<file path="config.mk">
export PLATFORM = sky130hd
export DESIGN_NAME = tsse_ctrl
export DESIGN_NICKNAME = d
export VERILOG_FILES = /design/src/hdl/tsse_pkg.sv /design/src/hdl/tsse_ctrl.sv
export SDC_FILE = /design/constraint.sdc
export NUM_CORES = 1
export LEC_CHECK = 0
export CAP_MARGIN = 0
export CELL_PAD_IN_SITES_DETAIL_PLACEMENT = 0
export CELL_PAD_IN_SITES_GLOBAL_PLACEMENT = 1
export CORE_ASPECT_RATIO = 0.8
export CORE_MARGIN = 5
export CORE_UTILIZATION = 40
export CTS_BUF_LIST = sky130_fd_sc_hd__clkbuf_4 sky130_fd_sc_hd__clkbuf_8 sky130_fd_sc_hd__clkbuf_16
export CTS_CLUSTER_SIZE = 16
export DETAILED_ROUTE_END_ITERATION = 7
export DONT_BUFFER_PORTS = 1
export PLACE_DENSITY = 0.7
export SYNTH_ARGS = -nofsm -noshare
export SYNTH_HDL_FRONTEND = slang
export SYNTH_SLANG_ARGS = --single-unit
</file>
<file path="constraint.sdc">
create_clock -name clk_i -period 2.15 [get_ports clk_i]
set_input_delay 0.215 -clock clk_i [delete_from_list [all_inputs] [get_ports clk_i]]
set_output_delay 0.215 -clock clk_i [all_outputs]
set_load 0.03 [all_outputs]
</file>
<file path="src/hdl/tsse_pkg.sv">
`timescale 1ns / 1ps
package tsse_pkg;

  localparam int unsigned PRED_W   = 24;
  localparam int unsigned COST_W   = 23;
  localparam int unsigned PPY_W    = 16;
  localparam int unsigned NET_W    = 26;
  localparam int unsigned SUM_W    = 42;
  localparam int unsigned SQS_W    = 64;
  localparam int unsigned SHARPE_W = 32;
  localparam int unsigned TURN_W   = 17;
  localparam int unsigned N_W      = 17;
  localparam int unsigned CFG_IDX_W = 2;
  localparam int unsigned CFG_DATA_W = 24;

  typedef enum logic [CFG_IDX_W-1:0] {
    CFG_THRESHOLD = 2'd0,
    CFG_COST      = 2'd1,
    CFG_PPY       = 2'd2
  } cfg_idx_e;

  typedef enum logic [1:0] {
    MUL_SQ  = 2'd0,
    MUL_NQ  = 2'd1,
    MUL_DEN = 2'd2,
    MUL_NUM = 2'd3
  } mul_sel_e;

  typedef enum logic {
    DIV_TURN   = 1'b0,
    DIV_SHARPE = 1'b1
  } div_sel_e;

  typedef struct packed {
    logic     accept;
    logic     finish;
    logic     mul_start;
    mul_sel_e mul_sel;
    logic     div_start;
    div_sel_e div_sel;
    logic     sqrt_start;
    logic     ld_k;
    logic     ld_s2;
    logic     ld_d;
    logic     ld_den;
    logic     ld_turn;
    logic     ld_sharpe;
  } ctrl_cmd_t;

  typedef struct packed {
    logic mul_done;
    logic div_done;
    logic sqrt_done;
    logic skip;
    logic nq_le_s2;
  } dp_status_t;

endpackage

</file>
<file path="src/hdl/tsse_ctrl.sv">
`timescale 1ns / 1ps
module tsse_ctrl (
  input  logic                   clk_i,
  input  logic                   rst_ni,
  input  logic                   in_valid_i,
  input  logic                   in_last_i,
  output logic                   in_ready_o,
  output logic                   out_valid_o,
  input  logic                   out_ready_i,
  input  tsse_pkg::dp_status_t   status_i,
  output tsse_pkg::ctrl_cmd_t    cmd_o
);
  import tsse_pkg::*;

  typedef enum logic [11:0] {
    S_IDLE      = 12'b0000_0000_0001,
    S_TURN_GO   = 12'b0000_0000_0010,
    S_TURN_WAIT = 12'b0000_0000_0100,
    S_CHK       = 12'b0000_0000_1000,
    S_SQ_WAIT   = 12'b0000_0001_0000,
    S_NQ_WAIT   = 12'b0000_0010_0000,
    S_DEN_GO    = 12'b0000_0100_0000,
    S_DEN_WAIT  = 12'b0000_1000_0000,
    S_NUM_WAIT  = 12'b0001_0000_0000,
    S_DIV_WAIT  = 12'b0010_0000_0000,
    S_ROOT_WAIT = 12'b0100_0000_0000,
    S_DONE      = 12'b1000_0000_0000
  } state_e;

  state_e state_q, state_d;
  logic   out_valid_q, out_valid_d;
  logic   in_fire;

  assign in_ready_o  = (state_q == S_IDLE) && (!out_valid_q || out_ready_i);
  assign in_fire     = in_valid_i && in_ready_o;
  assign out_valid_o = out_valid_q;

  always_comb begin
    state_d     = state_q;
    out_valid_d = out_valid_q && !out_ready_i;
    cmd_o       = '0;
    cmd_o.accept = in_fire;
    case (state_q)
      S_IDLE: begin
        if (in_fire) begin
          if (in_last_i) begin
            state_d = S_TURN_GO;
          end else begin
            out_valid_d = 1'b1;
          end
        end
      end
      S_TURN_GO: begin
        cmd_o.div_start = 1'b1;
        cmd_o.div_sel   = DIV_TURN;
        state_d         = S_TURN_WAIT;
      end
      S_TURN_WAIT: begin
        if (status_i.div_done) begin
          cmd_o.ld_turn = 1'b1;
          state_d       = S_CHK;
        end
      end
      S_CHK: begin
        cmd_o.ld_k = 1'b1;
        if (status_i.skip) begin
          state_d = S_DONE;
        end else begin
          cmd_o.mul_start = 1'b1;
          cmd_o.mul_sel   = MUL_SQ;
          state_d         = S_SQ_WAIT;
        end
      end
      S_SQ_WAIT: begin
        if (status_i.mul_done) begin
          cmd_o.ld_s2     = 1'b1;
          cmd_o.mul_start = 1'b1;
          cmd_o.mul_sel   = MUL_NQ;
          state_d         = S_NQ_WAIT;
        end
      end
      S_NQ_WAIT: begin
        if (status_i.mul_done) begin
          if (status_i.nq_le_s2) begin
            state_d = S_DONE;
          end else begin
            cmd_o.ld_d = 1'b1;
            state_d    = S_DEN_GO;
          end
        end
      end
      S_DEN_GO: begin
        cmd_o.mul_start = 1'b1;
        cmd_o.mul_sel   = MUL_DEN;
        state_d         = S_DEN_WAIT;
      end
      S_DEN_WAIT: begin
        if (status_i.mul_done) begin
          cmd_o.ld_den    = 1'b1;
          cmd_o.mul_start = 1'b1;
          cmd_o.mul_sel   = MUL_NUM;
          state_d         = S_NUM_WAIT;
        end
      end
      S_NUM_WAIT: begin
        if (status_i.mul_done) begin
          cmd_o.div_start = 1'b1;
          cmd_o.div_sel   = DIV_SHARPE;
          state_d         = S_DIV_WAIT;
        end
      end
      S_DIV_WAIT: begin
        if (status_i.div_done) begin
          cmd_o.sqrt_start = 1'b1;
          state_d          = S_ROOT_WAIT;
        end
      end
      S_ROOT_WAIT: begin
        if (status_i.sqrt_done) begin
          cmd_o.ld_sharpe = 1'b1;
          state_d         = S_DONE;
        end
      end
      S_DONE: begin
        cmd_o.finish = 1'b1;
        out_valid_d  = 1'b1;
        state_d      = S_IDLE;
      end
      default: begin
        state_d = S_IDLE;
      end
    endcase
  end

  always_ff @(posedge clk_i or negedge rst_ni) begin
    if (!rst_ni) begin
      state_q     <= S_IDLE;
      out_valid_q <= 1'b0;
    end else begin
      state_q     <= state_d;
      out_valid_q <= out_valid_d;
    end
  end

endmodule

</file>
==> flow_summary_export.csv <==
group,metric,value,unit
place,post-dp-hpwl,1.94,mm
yosys,netlist_top_cells_area,"dfrtp_1 34%, nor2_1 4.2%, nand3_1 4.0%, nor2b_1 3.5%, dfstp_2 3.0%",
place,place_inst,144,
yosys,synth-edff-count,0,
yosys,yosys.area.top_type,"dfrtp_1",
layout,fin_nets,139,
detailed_routing,drtAntennaViolNets,0,
sta,finalSetupViolations,2,
yosys,ys_types,36,
yosys,yosys.area.top_type_share,34.0,%
worst_setup_path,cp_max_fo,3,
layout,final_cell_mix,"24 x buf_4, 12 x dfrtp_1, 8 x nor2_1",
worst_setup_path,end_kind,"primary output",
yosys,synthCells,98,
flow_run,max_cap_viol_count,0,
detailed_routing,drt-total-wl,2.48,mm
yosys,ys.flop_type,"dfrtp_1",
clock_network,clock_sinks,13,
sta,timing.final.crit_share,104,%
worst_setup_path,reg2regPathDepth,7,
yosys,ys_seq_elements,13,
clock_network,clockRootBuffer,"clkbuf_4",
power_and_ir_drop,intPower,0.000700,W
layout,n_antenna_cell,0,
hold_path,hold_depth,1,
place,io_buffers,0,
global_route,grt_max_degree,14,
floorplanning,dieWidth,62.5,um
floorplanning,die_h,52.0,um
sta,rsz0062_at_grt,"true",
place,gp_congestion,0.870,
worst_setup_path,required,1930,ps
yosys,synthArstFlopShare,100,%
floorplanning,placementRows,15,
floorplanning,pin_count,26,
sta,worst_slew_pin_slew,635,ps
yosys,syn_avg_cell_area,9.01,um2
worst_setup_path,r2r_setup_slack,-60,ps
layout,area_growth,40.1,%
clock_network,cts_max_path_buffers,2,
sta,max_freq,447,MHz
global_route,grt_pass1_vias,837,
hold_path,hold_path_end,"state_q[4]",
detailed_routing,dr.pass1.iters,4,
status,violations,"negative setup slack",
power_and_ir_drop,irDropWorstVdd,0.848,mV
power_and_ir_drop,combinationalPowerShare,55.3,%
status,status,"finished with violations",
layout,final_common_cell,"buf_4",
sta,period_needed,2240,ps
global_route,grt_pass1_wl,4.02,mm
power_and_ir_drop,leakage,0.561,nW
detailed_routing,viasPerCell,5.74,
yosys,ys_warn_count,0,
worst_setup_path,path_class,"register to primary output",
global_route,grt.overflow.total,0,
layout,drive_above_1_share,46.1,%
clock_network,clock_latency,280,ps
yosys,yosysSeqAreaShare,37.0,%
sta,slew_headroom,57.5,%
worst_setup_path,critPathLaunchType,"register",
power_and_ir_drop,power_density,962,nW/um2
detailed_routing,routedWlPerCell,16.2,um
sta,fin_ws,-88.8,ps
hold_path,holdCritStartpoint,"status_i[1]",
floorplanning,die-area,3250,um2
yosys,syn_nets,108,
yosys,syn_area,883,um2
global_route,track_usage,15.8,%
sta,skew,6.01,ps
hold_path,hold_path.class,"input pin to register",
global_route,antenna_found_initial,0,
clock_network,numCtsBuffers,3,
clock_network,cts_htree_levels,1,
place,post-place-ws,87.2,ps
layout,stdcell_count,153,
power_and_ir_drop,p_switching,0.000491,W
worst_setup_path,r2r-start,"state_q[4]",
floorplanning,core,2140,um2
clock_network,clk_pin_slew,80,ps
detailed_routing,num_vias,878,
detailed_routing,drc,0,
floorplanning,start_util,41.3,%
power_and_ir_drop,p_clk_share,14.0,%
sta,final-max-slew-violation-count,0,
clock_network,cts_tree,"done",
power_and_ir_drop,p_sw_share,41.3,%
sta,hold_viol,0,
detailed_routing,drt_iter0_markers,41,
worst_setup_path,cp.arrival,2020,ps
worst_setup_path,reg2reg_to,"state_q[5]",
power_and_ir_drop,power.share.sequential,30.7,%
[Yosys cell counts, types with 3 or more instances]
cell,count
dfrtp_1,12
nor2_1,10
inv_1,7
nand2_1,7
nand3_1,7
nor2b_1,5
o21ai_0,5
nor3_1,4
nor4_1,4
nand4_1,3
nor4b_1,3
[worst max path at each step]
| stage | from | depth (start not counted) | to |
|---|---|---|---|
| 4_1_cts | state_q[5] | 6 | cmd_o[13] |
| 3_5_place_dp | state_q[8] | 5 | state_q[5] |
| 3_3_place_gp | state_q[8] | 5 | state_q[5] |
| 6_report | state_q[4] | 6 | cmd_o[13] |
| 2_1_floorplan | state_q[8] | 6 | cmd_o[13] |
| 5_1_grt | state_q[5] | 6 | cmd_o[13] |
[cells by family after synthesis]
kind of cell	Yosys count	synth area share, %
compound gates	15	14.0
xor+xnor	1	0.992
buf+inv	9	5.10
flops	13	37.0
mux	1	1.70
simple gates	59	41.2
[worst max-delay path: stages, from the launching register on]
cell and delay [ps]:
dfrtp_1 410, or4_4 550, nor4_4 310, nand2_2 130, nor2_4 90, and2_4 140
buf_6 120
[final cells by class]
type                            instances  area [um2]
Clock buffer                            4        30.0
Inverter                                7        28.8
Timing Repair Buffer                   28         223
Sequential cell                        13         327
Fill cell                             193         902
Tap cell                               25        31.3
Multi-Input combinational cell         76         598
[sequential cells by signal, indices dropped and copies added (netlist names)]
name         flops
state_q         12
out_valid_o      1
[routing by layer]
layer | routed length [um] | global-route usage [%] | vias up
met3 | 264 | 7.34 | 2
met1 | 1070 | 19.9 | 411
li1 | - | - | 427
met2 | 1140 | 25.5 | 38
met5 | 0 | 0 | -
met4 | 8 | 1.77 | 0
[power by group through the flow]
stage	registers [W]	clock network [W]	logic [W]
6_report	0.000366	0.000167	0.000659
5_1_grt	0.000372	0.000186	0.000710
4_1_cts	0.000363	0.000173	0.000617
3_5_place_dp	0.000358	0	0.000546
3_3_place_gp	0.000357	0	0.000540
2_1_floorplan	0.000351	0	0.000386
[metrics by stage]
| stage | setup TNS, ps | instance area, um2 | power [W] | utilization [%] | hold WS, ps |
|---|---|---|---|---|---|
| 5_1_grt | -891 | 1240 | 0.00127 | 57.8 | 11.7 |
| 3_3_place_gp | 0 | 1110 | 0.000897 | 51.8 | -80.2 |
| 4_1_cts | -87.1 | 1200 | 0.00115 | 55.9 | 4.37 |
| 2_1_floorplan | 0 | 923 | 0.000737 | - | -80.6 |
| 3_5_place_dp | 0 | 1110 | 0.000904 | 51.8 | -80.2 |
| 6_report | -153 | 1240 | 0.00119 | 57.8 | 10.9 |
[timing repair]
item	4_1_cts	5_1_grt
hold buffers	2	0
pin swaps	2	5
endpoints found under the setup margin	8	14
endpoints found under the hold margin	14	0
setup buffers	2	1
resized for setup	6	11
Note: power is estimated with default switching activity, not from simulation.
